`src/rtl/core/bole_pkg.sv`:
```
// Package for the bounded ordered list engine: command codes, cell
// operations, sequencer states and field widths.
// No dependencies.
package bole_pkg;

   localparam int CAPACITY_DEFAULT = 16;

   localparam int MODE_W  = 4;
   localparam int VALUE_W = 32;
   localparam int POS_W   = 5;
   localparam int IDX_W   = 5;
   localparam int COUNT_W = 5;

   localparam logic [IDX_W-1:0] NO_INDEX = '1;

   typedef enum logic [MODE_W-1:0] {
      MODE_APPEND       = 4'd0,
      MODE_PREPEND      = 4'd1,
      MODE_INSERT       = 4'd2,
      MODE_POP_FIRST    = 4'd3,
      MODE_POP_LAST     = 4'd4,
      MODE_REMOVE_AT    = 4'd5,
      MODE_FIND         = 4'd6,
      MODE_APPEND_NEW   = 4'd7,
      MODE_REMOVE_MATCH = 4'd8,
      MODE_REMOVE_ALL   = 4'd9,
      MODE_CLEAR        = 4'd10
   } mode_type;

   typedef enum logic [1:0] {
      CELL_HOLD,
      CELL_MATCH,
      CELL_UP,
      CELL_DOWN
   } cell_op_type;

   typedef enum logic [1:0] {
      ST_IDLE,
      ST_DECIDE,
      ST_SCAN,
      ST_RESP
   } state_type;

endpackage

```
`src/rtl/core/bounded_ordered_list_engine_unit.sv`:
```
// Bounded ordered list engine, top level: command sequencer and chain of cells.
// One request in, one response strobe out; the receiver cannot stall.
// Depends on bole_pkg and bole_cell.
//
// Timing: a request is taken when start is high and busy is low. Append,
// prepend, insert, the removes by position, clear and unused codes pass
// through the decide state and answer from the response state, in which
// the next request can already be taken. Find, append-if-absent and
// remove_first_match walk the cell chain one cell per cycle from the head
// up to the first match or the end of the list. remove_all always walks to
// the end of the list, removing matches on the way. All cells compare and
// shift in parallel, so inserts and removes at a given position need no
// walk. No clearing pass is needed after reset.
module bounded_ordered_list_engine_unit import bole_pkg::*; #(
   parameter int CAPACITY = CAPACITY_DEFAULT
) (
   input  logic                      clock,
   input  logic                      reset,
   input  logic                      req_start,
   input  logic [MODE_W-1:0]         req_mode,
   input  logic signed [VALUE_W-1:0] req_value,
   input  logic [POS_W-1:0]          req_position,
   output logic                      busy,
   output logic                      rsp_strobe,
   output logic                      rsp_ok,
   output logic signed [IDX_W-1:0]   rsp_found_index,
   output logic [COUNT_W-1:0]        rsp_element_count
);

   localparam int IW = (CAPACITY > 1) ? $clog2(CAPACITY) : 1;
   localparam int CW = $clog2(CAPACITY + 1);
   localparam int PW = (CW > POS_W) ? CW : POS_W;
   localparam logic [CW-1:0] FULL_COUNT = CW'(CAPACITY);

   state_type          state_ff, state_in;
   logic [MODE_W-1:0]  mode_ff, mode_in;
   logic [VALUE_W-1:0] value_ff, value_in;
   logic [POS_W-1:0]   pos_ff, pos_in;
   logic [CW-1:0]      count_ff, count_in;
   logic [CW-1:0]      ptr_ff, ptr_in;
   logic               any_ff, any_in;
   logic               ok_ff, ok_in;
   logic [IDX_W-1:0]   idx_ff, idx_in;

   cell_op_type        cell_op;
   logic [IW-1:0]      cell_pos;
   logic [VALUE_W-1:0] cell_value;

   logic [VALUE_W-1:0] data_vec [CAPACITY];
   logic [CAPACITY-1:0] match_vec;

   logic          accept;
   logic          full, empty;
   logic [PW-1:0] cnt_w, pos_w, ptr_w;

   assign accept = req_start && !busy;
   assign full   = (count_ff == FULL_COUNT);
   assign empty  = (count_ff == '0);
   assign cnt_w  = PW'(count_ff);
   assign pos_w  = PW'(pos_ff);
   assign ptr_w  = PW'(ptr_ff);

   for (genvar g = 0; g < CAPACITY; g++) begin : g_cell
      logic [VALUE_W-1:0] left_d, right_d;
      logic               right_m;
      if (g == 0) begin : g_head
         assign left_d = cell_value;
      end else begin : g_mid
         assign left_d = data_vec[g-1];
      end
      if (g == CAPACITY - 1) begin : g_tail
         assign right_d = data_vec[g];
         assign right_m = match_vec[g];
      end else begin : g_body
         assign right_d = data_vec[g+1];
         assign right_m = match_vec[g+1];
      end
      bole_cell #(
         .IW    (IW),
         .INDEX (g)
      ) u_cell (
         .clock       (clock),
         .op          (cell_op),
         .pos         (cell_pos),
         .value       (cell_value),
         .left_data   (left_d),
         .right_data  (right_d),
         .right_match (right_m),
         .data        (data_vec[g]),
         .match       (match_vec[g])
      );
   end

   always_ff @(posedge clock) begin
      if (reset) begin
         state_ff <= ST_IDLE;
         count_ff <= '0;
      end else begin
         state_ff <= state_in;
         count_ff <= count_in;
      end
   end

   always_ff @(posedge clock) begin
      mode_ff  <= mode_in;
      value_ff <= value_in;
      pos_ff   <= pos_in;
      ptr_ff   <= ptr_in;
      any_ff   <= any_in;
      ok_ff    <= ok_in;
      idx_ff   <= idx_in;
   end

   always_comb begin
      state_in   = state_ff;
      mode_in    = mode_ff;
      value_in   = value_ff;
      pos_in     = pos_ff;
      count_in   = count_ff;
      ptr_in     = ptr_ff;
      any_in     = any_ff;
      ok_in      = ok_ff;
      idx_in     = idx_ff;
      cell_op    = CELL_HOLD;
      cell_pos   = '0;
      cell_value = value_ff;

      case (state_ff)
         ST_IDLE, ST_RESP: begin
            if (accept) begin
               mode_in    = req_mode;
               value_in   = req_value;
               pos_in     = req_position;
               cell_op    = CELL_MATCH;
               cell_value = req_value;
               state_in   = ST_DECIDE;
            end else begin
               state_in = ST_IDLE;
            end
         end
         ST_DECIDE: begin
            state_in = ST_RESP;
            ok_in    = 1'b0;
            idx_in   = NO_INDEX;
            ptr_in   = '0;
            any_in   = 1'b0;
            case (mode_ff)
               MODE_APPEND: begin
                  if (!full) begin
                     cell_op  = CELL_UP;
                     cell_pos = cnt_w[IW-1:0];
                     count_in = count_ff + 1'b1;
                     ok_in    = 1'b1;
                  end
               end
               MODE_PREPEND: begin
                  if (!full) begin
                     cell_op  = CELL_UP;
                     count_in = count_ff + 1'b1;
                     ok_in    = 1'b1;
                  end
               end
               MODE_INSERT: begin
                  if (!full && pos_w <= cnt_w) begin
                     cell_op  = CELL_UP;
                     cell_pos = pos_w[IW-1:0];
                     count_in = count_ff + 1'b1;
                     ok_in    = 1'b1;
                  end
               end
               MODE_POP_FIRST: begin
                  if (!empty) begin
                     cell_op  = CELL_DOWN;
                     count_in = count_ff - 1'b1;
                     ok_in    = 1'b1;
                  end
               end
               MODE_POP_LAST: begin
                  if (!empty) begin
                     count_in = count_ff - 1'b1;
                     ok_in    = 1'b1;
                  end
               end
               MODE_REMOVE_AT: begin
                  if (pos_w < cnt_w) begin
                     cell_op  = CELL_DOWN;
                     cell_pos = pos_w[IW-1:0];
                     count_in = count_ff - 1'b1;
                     ok_in    = 1'b1;
                  end
               end
               MODE_FIND, MODE_APPEND_NEW, MODE_REMOVE_MATCH, MODE_REMOVE_ALL: begin
                  state_in = ST_SCAN;
               end
               MODE_CLEAR: begin
                  count_in = '0;
                  ok_in    = 1'b1;
               end
               default: begin
               end
            endcase
         end
         ST_SCAN: begin
            if (ptr_ff >= count_ff) begin
               // end of list, no (further) match
               state_in = ST_RESP;
               case (mode_ff)
                  MODE_APPEND_NEW: begin
                     if (!full) begin
                        cell_op  = CELL_UP;
                        cell_pos = cnt_w[IW-1:0];
                        count_in = count_ff + 1'b1;
                        ok_in    = 1'b1;
                     end
                  end
                  MODE_REMOVE_ALL: begin
                     ok_in = any_ff;
                  end
                  default: begin
                     ok_in = 1'b0;
                  end
               endcase
            end else if (match_vec[ptr_ff[IW-1:0]]) begin
               case (mode_ff)
                  MODE_FIND: begin
                     ok_in    = 1'b1;
                     idx_in   = ptr_w[IDX_W-1:0];
                     state_in = ST_RESP;
                  end
                  MODE_REMOVE_MATCH: begin
                     cell_op  = CELL_DOWN;
                     cell_pos = ptr_ff[IW-1:0];
                     count_in = count_ff - 1'b1;
                     ok_in    = 1'b1;
                     state_in = ST_RESP;
                  end
                  MODE_REMOVE_ALL: begin
                     // match flags shift with the data; recheck same slot
                     cell_op  = CELL_DOWN;
                     cell_pos = ptr_ff[IW-1:0];
                     count_in = count_ff - 1'b1;
                     any_in   = 1'b1;
                  end
                  default: begin
                     ok_in    = 1'b0;
                     state_in = ST_RESP;
                  end
               endcase
            end else begin
               ptr_in = ptr_ff + 1'b1;
            end
         end
         default: begin
            state_in = ST_IDLE;
         end
      endcase
   end

   assign busy              = !(state_ff == ST_IDLE || state_ff == ST_RESP);
   assign rsp_strobe        = (state_ff == ST_RESP);
   assign rsp_ok            = ok_ff;
   assign rsp_found_index   = idx_ff;
   assign rsp_element_count = cnt_w[COUNT_W-1:0];

   a_count_bound : assert property (@(posedge clock) disable iff (reset)
      count_ff <= FULL_COUNT)
      else $error("element count above capacity");

   a_accept_busy : assert property (@(posedge clock) disable iff (reset)
      accept |=> busy && !rsp_strobe)
      else $error("sequencer not busy after request");

   a_index_ok : assert property (@(posedge clock) disable iff (reset)
      rsp_strobe && rsp_found_index != NO_INDEX |-> rsp_ok)
      else $error("index reported without success");

   a_scan_bound : assert property (@(posedge clock) disable iff (reset)
      state_ff == ST_SCAN |-> ptr_ff <= count_ff)
      else $error("scan pointer past end of list");

endmodule

```
`src/rtl/core/bole_cell.sv`:
```
// One storage cell of the list chain: holds one element and its match flag.
// Shifts toward or away from its neighbors as the sequencer directs.
// Depends on bole_pkg.
module bole_cell import bole_pkg::*; #(
   parameter int IW    = 4,
   parameter int INDEX = 0
) (
   input  logic               clock,
   input  cell_op_type        op,
   input  logic [IW-1:0]      pos,
   input  logic [VALUE_W-1:0] value,
   input  logic [VALUE_W-1:0] left_data,
   input  logic [VALUE_W-1:0] right_data,
   input  logic               right_match,
   output logic [VALUE_W-1:0] data,
   output logic               match
);

   localparam logic [IW-1:0] HERE = IW'(INDEX);

   logic [VALUE_W-1:0] data_ff, data_in;
   logic               match_ff, match_in;

   always_comb begin
      data_in  = data_ff;
      match_in = match_ff;
      case (op)
         CELL_MATCH: begin
            match_in = (data_ff == value);
         end
         CELL_UP: begin
            if (HERE > pos) begin
               data_in  = left_data;
               match_in = 1'b0;
            end else if (HERE == pos) begin
               data_in  = value;
               match_in = 1'b0;
            end
         end
         CELL_DOWN: begin
            if (HERE >= pos) begin
               data_in  = right_data;
               match_in = right_match;
            end
         end
         default: begin
         end
      endcase
   end

   always_ff @(posedge clock) begin
      data_ff  <= data_in;
      match_ff <= match_in;
   end

   assign data  = data_ff;
   assign match = match_ff;

endmodule

```
`config.mk`:
```
export PLATFORM = sky130hd
export DESIGN_NAME = bounded_ordered_list_engine_unit
export DESIGN_NICKNAME = d
export VERILOG_FILES = /design/src/rtl/core/bole_pkg.sv /design/src/rtl/core/bounded_ordered_list_engine_unit.sv /design/src/rtl/core/bole_cell.sv
export SDC_FILE = /design/constraint.sdc
export NUM_CORES = 2
export LEC_CHECK = 0
export BUFFER_PORTS_ARGS = -buffer_cell sky130_fd_sc_hd__buf_2
export CORE_MARGIN = 3
export CORE_UTILIZATION = 38
export CTS_BUF_LIST = sky130_fd_sc_hd__clkbuf_8
export CTS_CLUSTER_DIAMETER = 80
export CTS_CLUSTER_SIZE = 24
export DETAILED_ROUTE_END_ITERATION = 8
export GPL_TIMING_DRIVEN = 0
export PLACE_DENSITY = 0.63
export SLEW_MARGIN = 20
export SYNTH_ARGS = -nofsm -noshare
export SYNTH_HDL_FRONTEND = slang
export SYNTH_HIERARCHICAL = 1
export SYNTH_SLANG_ARGS = --single-unit
```
`constraint.sdc`:
```
create_clock -name clock -period 17.7 [get_ports clock]
set_clock_uncertainty 0.1 [all_clocks]
set_input_delay 1.77 -clock clock [delete_from_list [all_inputs] [get_ports clock]]
set_output_delay 1.77 -clock clock [all_outputs]
set_load 0.02 [all_outputs]
```
==> results.json <==
{
  "dr_total_vias": 27600,
  "grt_pass1_wl_mm": 182,
  "synth_top_area_cell": "edfxtp_1",
  "synth_seq_cells": 588,
  "drtPass1Iterations": 6,
  "synthArstFlopShare_pct": 0,
  "via_per_inst": 5.92,
  "postCtsHoldBufs": 0,
  "grt_max_degree": 34,
  "max_freq_mhz": 163,
  "gp_congestion": 0.937,
  "dieArea_sq_mm": 0.0975,
  "hp-class": "reg2reg",
  "clock_sinks": 588,
  "startpoint_type": "flop",
  "numCtsBuffers": 35,
  "synth_cell_type_count": 80,
  "floorplan.initialDensity_pct": 38.6,
  "relSlewSlack_pct": 19.4,
  "synth_edf_count": 549,
  "tns_ns": 0,
  "die_x_microns": 312,
  "final_common_cell": "edfxtp_1",
  "ys.flop_type": "edfxtp_1",
  "yosys-top-cells-area": "edfxtp_1, mux2i_1, xor2_1, xnor2_1, nand2_1",
  "yosysSeqAreaShare_pct": 48.4,
  "required_ns": 17.97,
  "area_growth_pct": 9.64,
  "clock_latency_ns": 0.70,
  "grt_pass1_vias": 26600,
  "finalPower_w": 0.00468,
  "antenna_found_initial": 1,
  "grt_overflow": 0,
  "clk_pin_slew_ns": 0.13,
  "drc": 0,
  "dr.first_iter.drc_count": 3954,
  "coreArea_sq_mm": 0.0924,
  "outcome": "completed",
  "ir_worst_vdd_mv": 0.133,
  "dp_hpwl_mm": 90.5,
  "hold_slack_ns": 0.419,
  "fin_crit_sh_pct": 34.7,
  "arrival_ns": 6.41,
  "maxSlewViolCount": 0,
  "rows": 111,
  "ant_nets": 0,
  "ctsLongestPathBuffers": 3,
  "cts.repair.resized": 0,
  "rsz0062_at_grt": "false",
  "syn_inst": 3262,
  "wl_per_cell_microns": 27.3,
  "syn_avg_cell_area_sq_um": 10.9,
  "setup_viol_count_final": 0,
  "crit_type": "reg2reg",
  "die_y_microns": 312,
  "maxCapViolCount": 0,
  "postRouteWirelength_mm": 127,
  "num-fill-cells": 8799,
  "cp_max_fo": 22,
  "cts_post_setup_buffers_inserted": 0,
  "cts_tree": "done",
  "syn_area_sq_mm": 0.0356,
  "drive_gt1_share_pct": 9.93,
  "synth_nets": 3324,
  "yosysTopAreaCellShare_pct": 46.3,
  "htree_levels": 2,
  "finalHoldViolations": 0,
  "port_buffers": 56,
  "root_buffer": "clkbuf_8",
  "cellPowerDensity_mw_per_mm2": 120,
  "leakage_nw": 15.0,
  "nets": 3451,
  "end_kind": "flop",
  "yosys_warnings": 6,
  "io_pins": 57,
  "tightest_slew_ns": 1.21,
  "period_needed_ns": 6.14,
  "layout_common_cells": "edfxtp_1, nand2_1, mux2i_1, o21ai_0, xor2_1",
  "track_usage_pct": 25.1
}
area by class of cell:
type	instances	area (sq um)	area share (%)
clock buffers	37	509	1.30
plain buffers	169	842	2.15
diodes	1	2.50	0.00640
flip-flops and latches	588	17300	44.2
clock inverters	26	238	0.608
multi-input cells	2479	17700	45.3
well taps	1243	1560	3.98
inverters	26	97.6	0.250
repair buffers	90	876	2.24
report_power, final:
group          switching [W]  internal, W  leakage [nW]
Combinational        0.00147     0.000691          9.35
Clock               0.000487     0.000241         0.408
Sequential          0.000119      0.00168          5.29
Total                0.00208      0.00261          15.0
cell families after synthesis:
kind of cell    after synthesis  share of synthesized area [%]
xor+xnor                    518                           12.7
buf+inv                     195                           2.63
fa+ha+maj                    18                          0.632
compound gates              612                           9.71
flops                       588                           48.4
simple gates                777                           9.97
mux                         554                           15.9
sequential cells by signal (all words and copies together) (netlist names), 2 cells and up:
register	cells
pos_ff	5
rsp_element_count	5
rsp_found_index	5
ptr_ff	5
g_cell.u_cell/data	512
state_ff	2
value_ff	32
g_cell.u_cell/match	16
mode_ff	4
per-layer routing:
layer  vias to the layer above  routed length [microns]  GRT usage [%]
met4                         0                     5380           9.36
met5                         -                        0              0
met1                     13500                    54200           35.9
li1                      12200                        -              -
met2                      1672                    55600           38.4
met3                       273                    11800           3.75
synthesized netlist by cell type (6+ instances only):
cell type  instances
xor2_1           273
xnor2_1          245
and2_1            25
mux2i_1          480
buf_2             42
buf_4             17
buf_1              8
nand2b_1           7
a21oi_1           24
clkbuf_1          90
inv_1             26
o21ai_0          369
ha_1              18
a22o_1            15
dfxtp_1           39
o21ai_2           10
nor3_1            24
nand2_1          500
nor2_1            25
a211oi_1           8
nor4_1            78
nand3_1           26
a21o_1            13
o21ai_1          112
mux2_2            67
edfxtp_1         549
nor2b_1            6
buf_6             12
a31oi_1            6
nand4_1           66
per-stage QoR:
step	cell area, sq um	worst slack, ns	cells	util [%]
final	39100	11.56	4659	42.3
after global routing	39100	11.31	4659	42.3
after CTS	39100	11.72	4658	42.3
after detailed placement	38300	11.75	4595	41.5
after global placement	37500	2.10	4561	40.6
after floorplan	35600	7.34	3262	-
final timing paths:
check | start | endpoint | slack, ns | cells past startpoint
max | rsp_element_count[2]$_SDFFE_PP0P_ | g_cell[2].u_cell/data[11]$_DFFE_PP_ | 11.56 | 18
min | state_ff[0]$_SDFFE_PP0P_ | state_ff[0]$_SDFFE_PP0P_ | 0.42 | 2
max reg2reg | rsp_element_count[2]$_SDFFE_PP0P_ | g_cell[2].u_cell/data[11]$_DFFE_PP_ | 11.56 | 18
min reg2reg | state_ff[0]$_SDFFE_PP0P_ | state_ff[0]$_SDFFE_PP0P_ | 0.42 | 2
critical path, stage by stage, from the launching register on:
cell	delay [ns]
dfxtp_1	0.41
buf_1	0.47
inv_1	0.27
ha_1	0.38
a211o_1	0.29
a221o_1	0.43
a21o_1	0.19
a21oi_1	0.24
o21ai_0	0.19
a21oi_4	0.62
buf_8	0.25
buf_16	0.18
inv_1	0.08
a2111oi_2	0.54
buf_2	0.30
buf_2	0.22
buf_2	0.22
buf_2	0.24
buf_2	0.22
No activity file was read; power rests on OpenSTA's default activity.
